==> config.mk <==
export PLATFORM = sky130hd
export DESIGN_NAME = shaped_phase_oscillator_unit
export DESIGN_NICKNAME = d
export VERILOG_FILES = /design/src/design/spo_pkg.sv /design/src/design/spo_ram.sv /design/src/design/spo_mul.sv /design/src/design/spo_div.sv /design/src/design/shaped_phase_oscillator_unit.sv
export SDC_FILE = /design/constraint.sdc
export NUM_CORES = 2
export LEC_CHECK = 0
export CELL_PAD_IN_SITES_DETAIL_PLACEMENT = 1
export CELL_PAD_IN_SITES_GLOBAL_PLACEMENT = 1
export CORE_MARGIN = 5
export CORE_UTILIZATION = 50
export CTS_CLUSTER_SIZE = 28
export DETAILED_ROUTE_END_ITERATION = 6
export DONT_BUFFER_PORTS = 1
export PLACE_DENSITY = 0.87
export SYNTH_ARGS = -nofsm -noshare
export SYNTH_HDL_FRONTEND = slang
export SYNTH_SLANG_ARGS = --single-unit
==> constraint.sdc <==
create_clock -name clk_i -period 26.6 [get_ports clk_i]
set_input_delay 2.66 -clock clk_i [delete_from_list [all_inputs] [get_ports clk_i]]
set_output_delay 2.66 -clock clk_i [all_outputs]
set_load 0.1 [all_outputs]
==> src/design/spo_pkg.sv <==
`timescale 1ns / 1ps
package spo_pkg;

  // defaults for the top level parameters
  localparam int SPO_NUM_CHANNELS = 16;
  localparam int SPO_PHASE_BITS   = 32;

  // field and port widths
  localparam int CH_W       = 4;
  localparam int MOD_W      = 17;
  localparam int WAVE_W     = 17;
  localparam int TDATA_W    = 24;
  localparam int CFG_IDX_W  = 3;
  localparam int CFG_DATA_W = 24;

  // serial arithmetic unit widths
  localparam int MUL_A_W = 64;
  localparam int MUL_B_W = 32;
  localparam int DIV_W   = 32;
  localparam int DEN_W   = 6;

  // register indexes
  typedef enum logic [CFG_IDX_W-1:0] {
    REG_LFO_ON = 3'd0,
    REG_COARSE = 3'd1,
    REG_FINE   = 3'd2,
    REG_PERIOD = 3'd3,
    REG_DETUNE = 3'd4
  } spo_reg_e;

  // register reset values
  localparam logic [23:0] PERIOD_RST = 24'd1431655;
  localparam logic [15:0] DETUNE_RST = 16'd41;

  // fixed-point constants
  localparam logic [24:0] C4_Q16    = 25'd17145893;
  localparam logic [31:0] ONE_Q30   = 32'd1073741824;
  localparam logic [31:0] E1        = 32'd744261118;
  localparam logic [31:0] E2        = 32'd257941248;
  localparam logic [31:0] E3        = 32'd59597083;
  localparam logic [31:0] E4        = 32'd10327387;
  localparam logic [31:0] E5        = 32'd1431681;
  localparam logic [51:0] INC_MIN   = 52'd4503599627;
  localparam logic [51:0] INC_MAX   = 52'd1576259869579674;
  localparam logic signed [33:0] SHAPE_OFS  = 34'sd1653562409;
  localparam logic signed [33:0] SHAPE_DROP = 34'sd107374182;
  localparam logic [15:0] FLIP_Q16  = 16'd11142;
  localparam logic signed [23:0] LFO_DROP = 24'sd327680;
  localparam logic signed [20:0] OUT_MAX  = 21'sd49152;

  // constant divisors
  localparam logic [DEN_W-1:0] DEN_COARSE = 6'd3;

  typedef enum logic [3:0] {
    ST_IDLE, ST_SLOT, ST_FINE, ST_COARSE, ST_EXP, ST_C4, ST_SHIFT,
    ST_SP, ST_RD, ST_UPD, ST_Y2, ST_CDIV, ST_CMUL, ST_OUT
  } spo_state_e;

  typedef struct packed {
    logic               done;
    logic               ovf;
    logic [MUL_A_W-1:0] prod;
  } spo_mul_rsp_t;

  typedef struct packed {
    logic             done;
    logic [DIV_W-1:0] quo;
  } spo_div_rsp_t;

  // taylor coefficients of 2^x, applied after the innermost one
  function automatic logic [31:0] exp_coef(input logic [2:0] k);
    logic [31:0] c;
    unique case (k)
      3'd0:    c = E4;
      3'd1:    c = E3;
      3'd2:    c = E2;
      3'd3:    c = E1;
      default: c = ONE_Q30;
    endcase
    return c;
  endfunction

  // cosine series divisors, innermost first
  function automatic logic [DEN_W-1:0] cos_den(input logic [1:0] j);
    logic [DEN_W-1:0] d;
    unique case (j)
      2'd0: d = 6'd56;
      2'd1: d = 6'd30;
      2'd2: d = 6'd12;
      2'd3: d = 6'd2;
    endcase
    return d;
  endfunction

endpackage

==> src/design/spo_ram.sv <==
`timescale 1ns / 1ps
module spo_ram #(
  parameter int WIDTH = 32,
  parameter int DEPTH = 16,
  localparam int AW = (DEPTH > 1) ? $clog2(DEPTH) : 1
) (
  input  logic             clk_i,
  input  logic             we_i,
  input  logic [AW-1:0]    waddr_i,
  input  logic [WIDTH-1:0] wdata_i,
  input  logic [AW-1:0]    raddr_i,
  output logic [WIDTH-1:0] rdata_o
);

  logic [WIDTH-1:0] mem_q [DEPTH];
  logic [WIDTH-1:0] rdata_q;

  // one write port, registered read
  always_ff @(posedge clk_i) begin
    if (we_i) begin
      mem_q[waddr_i] <= wdata_i;
    end
    rdata_q <= mem_q[raddr_i];
  end

  assign rdata_o = rdata_q;

endmodule

==> src/design/spo_mul.sv <==
`timescale 1ns / 1ps
module spo_mul import spo_pkg::*; (
  input  logic               clk_i,
  input  logic               rst_ni,
  input  logic               start_i,
  input  logic [MUL_A_W-1:0] a_i,
  input  logic [MUL_B_W-1:0] b_i,
  output spo_mul_rsp_t       rsp_o
);

  localparam int CNT_W = $clog2(MUL_B_W + 1);

  logic [MUL_A_W-1:0] a_q, acc_q, acc_d;
  logic [MUL_B_W-1:0] b_q;
  logic [CNT_W-1:0]   cnt_q;
  logic               run_q, done_q, ovf_q, ovf_d;
  logic [MUL_A_W+1:0] nxt;

  // msb-first shift-add step, overflow is sticky
  always_comb begin
    nxt   = {1'b0, acc_q, 1'b0} + {2'b00, (b_q[MUL_B_W-1] ? a_q : '0)};
    acc_d = nxt[MUL_A_W-1:0];
    ovf_d = ovf_q | (|nxt[MUL_A_W+1:MUL_A_W]);
  end

  always_ff @(posedge clk_i or negedge rst_ni) begin
    if (!rst_ni) begin
      run_q  <= 1'b0;
      done_q <= 1'b0;
      cnt_q  <= '0;
    end else begin
      done_q <= 1'b0;
      if (start_i) begin
        run_q <= 1'b1;
        cnt_q <= CNT_W'(MUL_B_W);
      end else if (run_q) begin
        cnt_q <= cnt_q - 1'b1;
        if (cnt_q == CNT_W'(1)) begin
          run_q  <= 1'b0;
          done_q <= 1'b1;
        end
      end
    end
  end

  always_ff @(posedge clk_i) begin
    if (start_i) begin
      a_q   <= a_i;
      b_q   <= b_i;
      acc_q <= '0;
      ovf_q <= 1'b0;
    end else if (run_q) begin
      acc_q <= acc_d;
      ovf_q <= ovf_d;
      b_q   <= {b_q[MUL_B_W-2:0], 1'b0};
    end
  end

  assign rsp_o = '{done: done_q, ovf: ovf_q, prod: acc_q};

endmodule

==> src/design/spo_div.sv <==
`timescale 1ns / 1ps
module spo_div import spo_pkg::*; (
  input  logic             clk_i,
  input  logic             rst_ni,
  input  logic             start_i,
  input  logic [DIV_W-1:0] num_i,
  input  logic [DEN_W-1:0] den_i,
  output spo_div_rsp_t     rsp_o
);

  localparam int CNT_W = $clog2(DIV_W + 1);

  logic [DIV_W-1:0] num_q;
  logic [DEN_W-1:0] den_q, rem_q, rem_d;
  logic [DEN_W:0]   rem2;
  logic             ge;
  logic [CNT_W-1:0] cnt_q;
  logic             run_q, done_q;

  // restoring step, one quotient bit per cycle
  always_comb begin
    rem2  = {rem_q, num_q[DIV_W-1]};
    ge    = rem2 >= {1'b0, den_q};
    rem_d = ge ? DEN_W'(rem2 - {1'b0, den_q}) : rem2[DEN_W-1:0];
  end

  always_ff @(posedge clk_i or negedge rst_ni) begin
    if (!rst_ni) begin
      run_q  <= 1'b0;
      done_q <= 1'b0;
      cnt_q  <= '0;
    end else begin
      done_q <= 1'b0;
      if (start_i) begin
        run_q <= 1'b1;
        cnt_q <= CNT_W'(DIV_W);
      end else if (run_q) begin
        cnt_q <= cnt_q - 1'b1;
        if (cnt_q == CNT_W'(1)) begin
          run_q  <= 1'b0;
          done_q <= 1'b1;
        end
      end
    end
  end

  always_ff @(posedge clk_i) begin
    if (start_i) begin
      num_q <= num_i;
      den_q <= den_i;
      rem_q <= '0;
    end else if (run_q) begin
      num_q <= {num_q[DIV_W-2:0], ge};
      rem_q <= rem_d;
    end
  end

  assign rsp_o = '{done: done_q, quo: num_q};

endmodule

==> src/design/shaped_phase_oscillator_unit.sv <==
`timescale 1ns / 1ps
// channel   direction  beat fields (lowest bit first)
// s_axis    in         channel[3:0], mod_voltage[20:4], zero pad[23:21]
// m_axis    out        channel_out[3:0], wave_out[20:4], zero pad[23:21]
// cfg       in         cfg_index_i register index, cfg_data_i value, always ready
//
// one item at a time: each input beat takes 17 passes through the shared
// bit-serial multiplier and divider (16 passes when the octave shift saturates)
// plus a serial right shift of the frequency word by up to 63 bits.
// reset clears the channel phases through per-channel valid bits, no sweep.
// a result waiting in the output register does not block the next input beat.
module shaped_phase_oscillator_unit import spo_pkg::*; #(
  parameter int NUM_CHANNELS = SPO_NUM_CHANNELS,
  parameter int PHASE_BITS   = SPO_PHASE_BITS
) (
  input  logic                  clk_i,
  input  logic                  rst_ni,
  input  logic                  s_axis_tvalid,
  output logic                  s_axis_tready,
  input  logic [TDATA_W-1:0]    s_axis_tdata,   // channel, mod_voltage
  output logic                  m_axis_tvalid,
  input  logic                  m_axis_tready,
  output logic [TDATA_W-1:0]    m_axis_tdata,   // channel_out, wave_out
  input  logic                  cfg_valid_i,
  output logic                  cfg_ready_o,
  input  logic [CFG_IDX_W-1:0]  cfg_index_i,
  input  logic [CFG_DATA_W-1:0] cfg_data_i
);

  localparam int SLOT_W = (NUM_CHANNELS > 1) ? $clog2(NUM_CHANNELS) : 1;
  localparam int PB = PHASE_BITS;

  // configuration
  logic              lfo_q;
  logic signed [14:0] coarse_q;
  logic signed [13:0] fine_q;
  logic [23:0]       period_q;
  logic [15:0]       detune_q;

  assign cfg_ready_o = 1'b1;

  always_ff @(posedge clk_i or negedge rst_ni) begin
    if (!rst_ni) begin
      lfo_q    <= 1'b0;
      coarse_q <= '0;
      fine_q   <= '0;
      period_q <= PERIOD_RST;
      detune_q <= DETUNE_RST;
    end else if (cfg_valid_i) begin
      case (cfg_index_i)
        REG_LFO_ON: lfo_q    <= cfg_data_i[0];
        REG_COARSE: coarse_q <= cfg_data_i[14:0];
        REG_FINE:   fine_q   <= cfg_data_i[13:0];
        REG_PERIOD: period_q <= cfg_data_i[23:0];
        REG_DETUNE: detune_q <= cfg_data_i[15:0];
        default: ;
      endcase
    end
  end

  // sequencer state and work registers
  spo_state_e         state_q, state_d;
  logic               launched_q, launched_d;
  logic [CH_W-1:0]    ch_q, ch_d, slot_q, slot_d;
  logic signed [MOD_W-1:0] mod_q, mod_d;
  logic signed [23:0] p_q, p_d;
  logic [31:0]        r_q, r_d;
  logic [2:0]         k_q, k_d;
  logic [63:0]        wk_q, wk_d;
  logic               sat_q, sat_d;
  logic [5:0]         cnt_q, cnt_d;
  logic [15:0]        ph_q, ph_d;
  logic [30:0]        y2_q, y2_d, t_q, t_d;
  logic [31:0]        num_q, num_d;
  logic [1:0]         j_q, j_d;
  logic [NUM_CHANNELS-1:0] vld_q;
  logic               vld_set;
  logic               out_valid_q, out_load;
  logic [TDATA_W-1:0] out_data_q, out_data_d;

  // shared serial units
  logic               mul_start, div_start;
  logic [MUL_A_W-1:0] mul_a;
  logic [MUL_B_W-1:0] mul_b;
  logic [DIV_W-1:0]   div_num;
  logic [DEN_W-1:0]   div_den;
  spo_mul_rsp_t       mul_rsp;
  spo_div_rsp_t       div_rsp;

  spo_mul u_mul (
    .clk_i, .rst_ni, .start_i(mul_start), .a_i(mul_a), .b_i(mul_b), .rsp_o(mul_rsp)
  );

  spo_div u_div (
    .clk_i, .rst_ni, .start_i(div_start), .num_i(div_num), .den_i(div_den), .rsp_o(div_rsp)
  );

  // phase store
  logic [SLOT_W-1:0] slot_idx;
  logic [PB-1:0]     ram_rdata, old_phase, phase_new, inc;
  logic              ram_we;

  assign slot_idx = SLOT_W'(slot_q);

  spo_ram #(.WIDTH(PB), .DEPTH(NUM_CHANNELS)) u_ram (
    .clk_i,
    .we_i    (ram_we),
    .waddr_i (slot_idx),
    .wdata_i (phase_new),
    .raddr_i (slot_idx),
    .rdata_o (ram_rdata)
  );

  // derived operands
  logic [13:0]        fabs;
  logic [14:0]        cabs;
  logic [26:0]        fsum;
  logic signed [23:0] fterm, cterm, cterm_l, mod16;
  logic [7:0]         e_w;
  logic signed [8:0]  s_w;
  logic [29:0]        x_w;
  logic [16:0]        y16;
  logic [30:0]        y_w;
  logic [17:0]        lane_det;
  logic [63:0]        cyc;

  always_comb begin
    fabs     = fine_q[13] ? 14'(-fine_q) : 14'(fine_q);
    cabs     = coarse_q[14] ? 15'(-coarse_q) : 15'(coarse_q);
    fsum     = mul_rsp.prod[26:0] + 27'd512;
    fterm    = fine_q[13] ? -$signed({7'b0, fsum[26:10]}) : $signed({7'b0, fsum[26:10]});
    cterm    = coarse_q[14] ? -$signed({5'b0, div_rsp.quo[18:0]})
                            : $signed({5'b0, div_rsp.quo[18:0]});
    cterm_l  = lfo_q ? (cterm <<< 1) - LFO_DROP : cterm;
    mod16    = {{3{mod_q[MOD_W-1]}}, mod_q, 4'b0};
    e_w      = p_q[23:16];
    s_w      = 9'sd30 - $signed({e_w[7], e_w});
    x_w      = {p_q[15:0], 14'b0};
    y16      = 17'h10000 - {1'b0, ph_q};
    y_w      = {y16, 14'b0};
    lane_det = (ch_q[0] ? 18'(detune_q) : 18'd0) + (ch_q[1] ? {1'b0, detune_q, 1'b0} : 18'd0);
    inc      = wk_q[51:52-PB];
    old_phase = vld_q[slot_idx] ? ram_rdata : '0;
    phase_new = old_phase + inc;
    // clamp of cycles per sample
    if (mul_rsp.ovf || mul_rsp.prod > 64'(INC_MAX)) begin
      cyc = 64'(INC_MAX);
    end else if (mul_rsp.prod < 64'(INC_MIN)) begin
      cyc = 64'(INC_MIN);
    end else begin
      cyc = mul_rsp.prod;
    end
  end

  // output shaping
  logic signed [33:0] v0, v;
  logic signed [36:0] v5;
  logic [36:0]        vmag, vsum;
  logic signed [20:0] o_r, o_f;
  logic signed [16:0] wave;

  always_comb begin
    v0   = $signed({3'b0, t_q}) - SHAPE_OFS;
    v    = (ph_q < FLIP_Q16) ? -v0 : v0 - SHAPE_DROP;
    v5   = ($signed({{3{v[33]}}, v}) <<< 2) + $signed({{3{v[33]}}, v});
    vmag = v5[36] ? 37'(-v5) : 37'(v5);
    vsum = vmag + 37'd131072;
    o_r  = v5[36] ? -$signed({2'b0, vsum[36:18]}) : $signed({2'b0, vsum[36:18]});
    o_f  = o_r + (lfo_q ? ($signed({{7{fine_q[13]}}, fine_q}) * 21'sd5) : 21'sd0);
    if (o_f > OUT_MAX) begin
      wave = 17'(OUT_MAX);
    end else if (o_f < -OUT_MAX) begin
      wave = 17'(-OUT_MAX);
    end else begin
      wave = o_f[16:0];
    end
  end

  assign s_axis_tready = (state_q == ST_IDLE);
  assign m_axis_tvalid = out_valid_q;
  assign m_axis_tdata  = out_data_q;

  // next state and datapath control
  always_comb begin
    state_d    = state_q;
    launched_d = launched_q;
    ch_d = ch_q; slot_d = slot_q; mod_d = mod_q; p_d = p_q; r_d = r_q; k_d = k_q;
    wk_d = wk_q; sat_d = sat_q; cnt_d = cnt_q; ph_d = ph_q; y2_d = y2_q; t_d = t_q;
    num_d = num_q; j_d = j_q;
    mul_start = 1'b0; mul_a = '0; mul_b = '0;
    div_start = 1'b0; div_num = '0; div_den = '0;
    ram_we = 1'b0; vld_set = 1'b0; out_load = 1'b0;
    out_data_d = {3'b0, wave, ch_q};
    unique case (state_q)
      ST_IDLE: begin
        if (s_axis_tvalid) begin
          ch_d    = s_axis_tdata[CH_W-1:0];
          slot_d  = s_axis_tdata[CH_W-1:0];
          mod_d   = s_axis_tdata[CH_W+MOD_W-1:CH_W];
          state_d = ST_SLOT;
        end
      end
      // channel modulo the channel count
      ST_SLOT: begin
        if (32'(slot_q) >= NUM_CHANNELS) begin
          slot_d = slot_q - CH_W'(NUM_CHANNELS);
        end else begin
          state_d = ST_FINE;
        end
      end
      ST_FINE: begin
        mul_a = MUL_A_W'(fabs);
        mul_b = MUL_B_W'(fabs);
        mul_start = !launched_q;
        launched_d = 1'b1;
        if (launched_q && mul_rsp.done) begin
          p_d = fterm;
          launched_d = 1'b0;
          state_d = ST_COARSE;
        end
      end
      ST_COARSE: begin
        div_num = DIV_W'({cabs, 6'b0}) + DIV_W'(1);
        div_den = DEN_COARSE;
        div_start = !launched_q;
        launched_d = 1'b1;
        if (launched_q && div_rsp.done) begin
          p_d = p_q + cterm_l + mod16;
          r_d = E5;
          k_d = '0;
          launched_d = 1'b0;
          state_d = ST_EXP;
        end
      end
      // horner steps of 2^frac
      ST_EXP: begin
        mul_a = MUL_A_W'(r_q);
        mul_b = MUL_B_W'(x_w);
        mul_start = !launched_q;
        launched_d = 1'b1;
        if (launched_q && mul_rsp.done) begin
          r_d = exp_coef(k_q) + mul_rsp.prod[61:30];
          k_d = k_q + 3'd1;
          launched_d = 1'b0;
          if (k_q == 3'd4) begin
            state_d = ST_C4;
          end
        end
      end
      ST_C4: begin
        mul_a = MUL_A_W'(r_q);
        mul_b = MUL_B_W'(C4_Q16);
        mul_start = !launched_q;
        launched_d = 1'b1;
        if (launched_q && mul_rsp.done) begin
          wk_d  = mul_rsp.prod;
          sat_d = s_w[8];
          cnt_d = '0;
          if (!s_w[8] && (s_w[7:6] != 2'b00)) begin
            wk_d = '0;
          end else if (!s_w[8]) begin
            cnt_d = s_w[5:0];
          end
          launched_d = 1'b0;
          state_d = ST_SHIFT;
        end
      end
      // octave shift one bit a cycle, then lane detune unless saturated
      ST_SHIFT: begin
        if (cnt_q != 6'd0) begin
          wk_d  = {1'b0, wk_q[63:1]};
          cnt_d = cnt_q - 6'd1;
        end else begin
          if (!sat_q) begin
            wk_d = wk_q + 64'({lane_det, 4'b0});
          end
          state_d = ST_SP;
        end
      end
      ST_SP: begin
        mul_a = wk_q;
        mul_b = MUL_B_W'(period_q);
        if (sat_q || (wk_q[63:52] != 12'd0)) begin
          wk_d = 64'(INC_MAX);
          state_d = ST_RD;
        end else begin
          mul_start = !launched_q;
          launched_d = 1'b1;
          if (launched_q && mul_rsp.done) begin
            wk_d = cyc;
            launched_d = 1'b0;
            state_d = ST_RD;
          end
        end
      end
      ST_RD: begin
        state_d = ST_UPD;
      end
      ST_UPD: begin
        ram_we  = 1'b1;
        vld_set = 1'b1;
        ph_d    = phase_new[PB-1 -: 16];
        state_d = ST_Y2;
      end
      ST_Y2: begin
        mul_a = MUL_A_W'(y_w);
        mul_b = MUL_B_W'(y_w);
        mul_start = !launched_q;
        launched_d = 1'b1;
        if (launched_q && mul_rsp.done) begin
          y2_d  = mul_rsp.prod[60:30];
          num_d = DIV_W'(mul_rsp.prod[60:30]);
          j_d   = '0;
          launched_d = 1'b0;
          state_d = ST_CDIV;
        end
      end
      // cosine series, innermost term first
      ST_CDIV: begin
        div_num = num_q;
        div_den = cos_den(j_q);
        div_start = !launched_q;
        launched_d = 1'b1;
        if (launched_q && div_rsp.done) begin
          t_d = ONE_Q30[30:0] - div_rsp.quo[30:0];
          launched_d = 1'b0;
          state_d = (j_q == 2'd3) ? ST_OUT : ST_CMUL;
        end
      end
      ST_CMUL: begin
        mul_a = MUL_A_W'(y2_q);
        mul_b = MUL_B_W'(t_q);
        mul_start = !launched_q;
        launched_d = 1'b1;
        if (launched_q && mul_rsp.done) begin
          num_d = mul_rsp.prod[61:30];
          j_d   = j_q + 2'd1;
          launched_d = 1'b0;
          state_d = ST_CDIV;
        end
      end
      ST_OUT: begin
        if (!out_valid_q || m_axis_tready) begin
          out_load = 1'b1;
          state_d  = ST_IDLE;
        end
      end
      default: begin
        state_d = ST_IDLE;
      end
    endcase
  end

  // control registers
  always_ff @(posedge clk_i or negedge rst_ni) begin
    if (!rst_ni) begin
      state_q     <= ST_IDLE;
      launched_q  <= 1'b0;
      vld_q       <= '0;
      out_valid_q <= 1'b0;
    end else begin
      state_q    <= state_d;
      launched_q <= launched_d;
      if (vld_set) begin
        vld_q[slot_idx] <= 1'b1;
      end
      if (out_load) begin
        out_valid_q <= 1'b1;
      end else if (m_axis_tready) begin
        out_valid_q <= 1'b0;
      end
    end
  end

  // payload registers
  always_ff @(posedge clk_i) begin
    ch_q <= ch_d; slot_q <= slot_d; mod_q <= mod_d; p_q <= p_d; r_q <= r_d; k_q <= k_d;
    wk_q <= wk_d; sat_q <= sat_d; cnt_q <= cnt_d; ph_q <= ph_d; y2_q <= y2_d; t_q <= t_d;
    num_q <= num_d; j_q <= j_d;
    if (out_load) begin
      out_data_q <= out_data_d;
    end
  end

endmodule

==> reports/metrics.yaml <==
run_status:
  outcome: "complete, no violations"
routing:
  drc: 0
  wl_per_cell_um: 29.7
  vias: 50700
  drtIter0Drc: 5749
  wl_um: 224000
  first_pass_iters: 6
  postRouteAntennaNets: 0
  vias_per_cell: 6.71
placed_design:
  gp_congestion: 0.966
  dp_hpwl_um: 150000
  io_buffers: 0
pwr:
  pwr-share-seq_pct: 46.0
  sw_frac_of_total_pct: 25.9
  intPower_w: 0.00317
  combPwrFrac_pct: 12.2
  p_sw_w: 0.00111
  clock_power_share_pct: 41.8
  p_per_area_nw_per_um2: 59.6
  cellLeakagePower_nw: 26.2
  peakVddDrop_mv: 0.0657
critical_path:
  cp.buffers_inverters: 1
  crit_fanout: 14
  start_kind: "register"
  crit_top_cell: "xnor2_1"
  worstPathRequired_ns: 27.03
  cpMaxStageDelayCell: "o21ai_1"
  crit_type: "reg2reg"
  startpoint: "t_q[0]$_DFFE_PP_"
  critPathTopFamily: "compound AO/OA/AOI/OAI gates"
  rr_startpoint: "t_q[0]$_DFFE_PP_"
  reg2reg_slack_ns: 13.88
  arrival_ns: 13.15
  max_stage_delay_ns: 1.01
  cp-end-kind: "register"
sta:
  slew_headroom_pct: 2.73
  worst_pin_slew_ns: 1.45
  skew_ns: 0.0811
  hold_viol: 0
  slew_viol_final: 0
  fin_tns_setup_ns: 0
  setup_viol: 0
  fmax_mhz: 78.6
  period_minus_slack_ns: 12.72
  rsz0062_at_grt: "false"
  fin_crit_sh_pct: 47.8
finish:
  fillers: 13400
  synthToLayoutAreaGrowth_pct: 9.82
  fin_util_pct: 55.3
  nets: 6084
  layout-drive-gt1-share_pct: 11.7
yosys:
  synth_top_area_cell: "edfxtp_1"
  syn-cell-area_sq_um: 65400
  synth_cell_types: 103
  synth.top_cell.area_share_pct: 42.7
  synth-main-ff-cell: "edfxtp_1"
  synth_enable_flop_cells: 930
  synth_cells: 5743
  netlist_top_cells_count: "edfxtp_1, nor2_1, nand2_1"
  yosys-top-cells-area: "edfxtp_1, mux4_2, ha_1"
  postSynthAreaPerCell_sq_um: 11.4
  async_reset_ff_share_pct: 9.47
  yosysMostFrequentCell: "edfxtp_1"
  ys_seq_area_share_pct: 50.0
  synth_warnings: 0
  synth_seq_cells: 1141
worst_hold_path:
  hold_class: "reg2reg"
  holdCritStartpoint: "slot_idx[1]$_DFFE_PP_"
global_route:
  grt_antenna_before_repair: 14
  grt_max_degree: 109
  grt_pass1_vias: 52500
  grt_pass1_wl_um: 333000
  gr-total-overflow: 0
  track_usage_pct: 31.7
clocking:
  htreeDepth: 3
  insertion_delay_ns: 0.78
  cts_root_buf: "clkbuf_16"
  cts.sinks: 1141
  cts_resized: 0
  postCtsSetupRepairBufs: 0
  clkTransAtPathRegs_ns: 0.07
  max-clock-path-buffers: 3
  cts_buffers: 119
  cts_hold_buf: 0
  cts_tree: "built"
die:
  die_area_sq_um: 138000
  die_h_um: 372
  initial_core_util_pct: 50.4
  io_pins: 83
  rows: 132
  core_area_sq_um: 130000
  fp.dieW_um: 372
run:
  maxCapViolations: 0
cells by family after synthesis:
group | count (synthesis) | share of synthesized area, %
buffers and inverters | 473 | 2.76
xor gates and xnor gates | 466 | 6.24
other | 2 | 0.0115
DFF | 1141 | 50.0
AOI/OAI and AO/OA | 1297 | 13.1
adders and majority gates | 325 | 6.55
and+or+nand+nor | 1718 | 13.1
muxes | 321 | 8.22
flip-flops by register name, summed over array words and instances, names as in the netlist, 14 cells and up:
signal / cells
vld_q: 16
u_ram.mem_q: 512
wk_q: 64
coarse_q: 15
y2_q: 31
u_mul.a_q: 64
u_mul.acc_q: 64
mod_q: 17
m_axis_tdata: 21
period_q: 24
u_ram.rdata_o: 32
fine_q: 14
ph_q: 16
t_q: 31
r_q: 32
detune_q: 16
p_q: 24
u_div.num_q: 32
num_q: 32
u_mul.b_q: 32
power groups by stage:
stage                     combinational (W)  sequential (W)  clock, W
final                              0.000523         0.00197   0.00179
after global routing               0.000577         0.00197   0.00188
after CTS                          0.000520         0.00197   0.00180
after detailed placement           0.000510         0.00200         0
after global placement             0.000482         0.00200         0
after floorplan                    0.000401         0.00199         0
worst reg2reg max path: cells and delay by family, from the launching register on:
family / cells / cell delay [ns]
XOR/XNOR: 9 / 2.16
flip-flops: 1 / 0.69
AO/OA/AOI/OAI: 17 / 3.99
AND/OR/NAND/NOR: 14 / 3.72
adder cells (fa/ha/maj): 5 / 1.70
buffers and inverters: 1 / 0.21
worst paths after layout:
path,endpoint,cells after the start
hold / removal,m_axis_tdata[1]$_DFFE_PP_,0
max in group asynchronous,vld_q[14]$_DFFE_PN0P_,0
min in group asynchronous,u_mul.cnt_q[0]$_DFFE_PN0P_,0
setup reg to reg,m_axis_tdata[5]$_SDFFCE_PP0P_,46
setup / recovery,m_axis_tdata[5]$_SDFFCE_PP0P_,46
hold reg to reg,m_axis_tdata[1]$_DFFE_PP_,0
layout by cell type, fill, tap and decap left out, drive strengths merged, types with 79 or more instances in the layout:
cell and instances:
edfxtp 930, nor2 469, nand2 355, a21oi 338
xnor2 299, ha 296, o21ai 270, inv 210
and2 204, xor2 167, mux4 165, clkbuf 150
nand3 128, nor3 127, buf 104, dfxtp 103
dfrtp 93, a21o 90, mux2i 79
per-layer routing:
layer | share of wire (%) | global-route usage [%]
met1 | 37 | 39.1
met3 | 8.5 | 5.95
met5 | 0.025 | 0
met2 | 48 | 53.3
met4 | 6.2 | 16.7
per-stage QoR:
step           area (sq um)  power, W  worst slack [ns]  cells  hold WS, ns
6_report              71800   0.00428             13.88   7559        0.459
5_1_grt               71800   0.00443             12.81   7550        0.474
4_1_cts               71700   0.00429             14.03   7550        0.463
3_5_place_dp          67600   0.00251             14.07   7324        0.434
3_3_place_gp          67600   0.00248             14.41   7324        0.435
2_1_floorplan         65400   0.00239             16.22   5745        0.424
area by class of cell:
cell class,instances,area (sq um),share of cell area (%)
flip-flops and latches,1141,32700,45.5
well taps,1742,2180,3.03
inverters,206,778,1.08
clock buffers,150,3220,4.48
multi-input cells,4131,31200,43.4
diodes,9,22.5,0.0314
clock inverters,76,917,1.28
repair buffers,104,813,1.13
No activity file was read; power rests on OpenSTA's default activity.
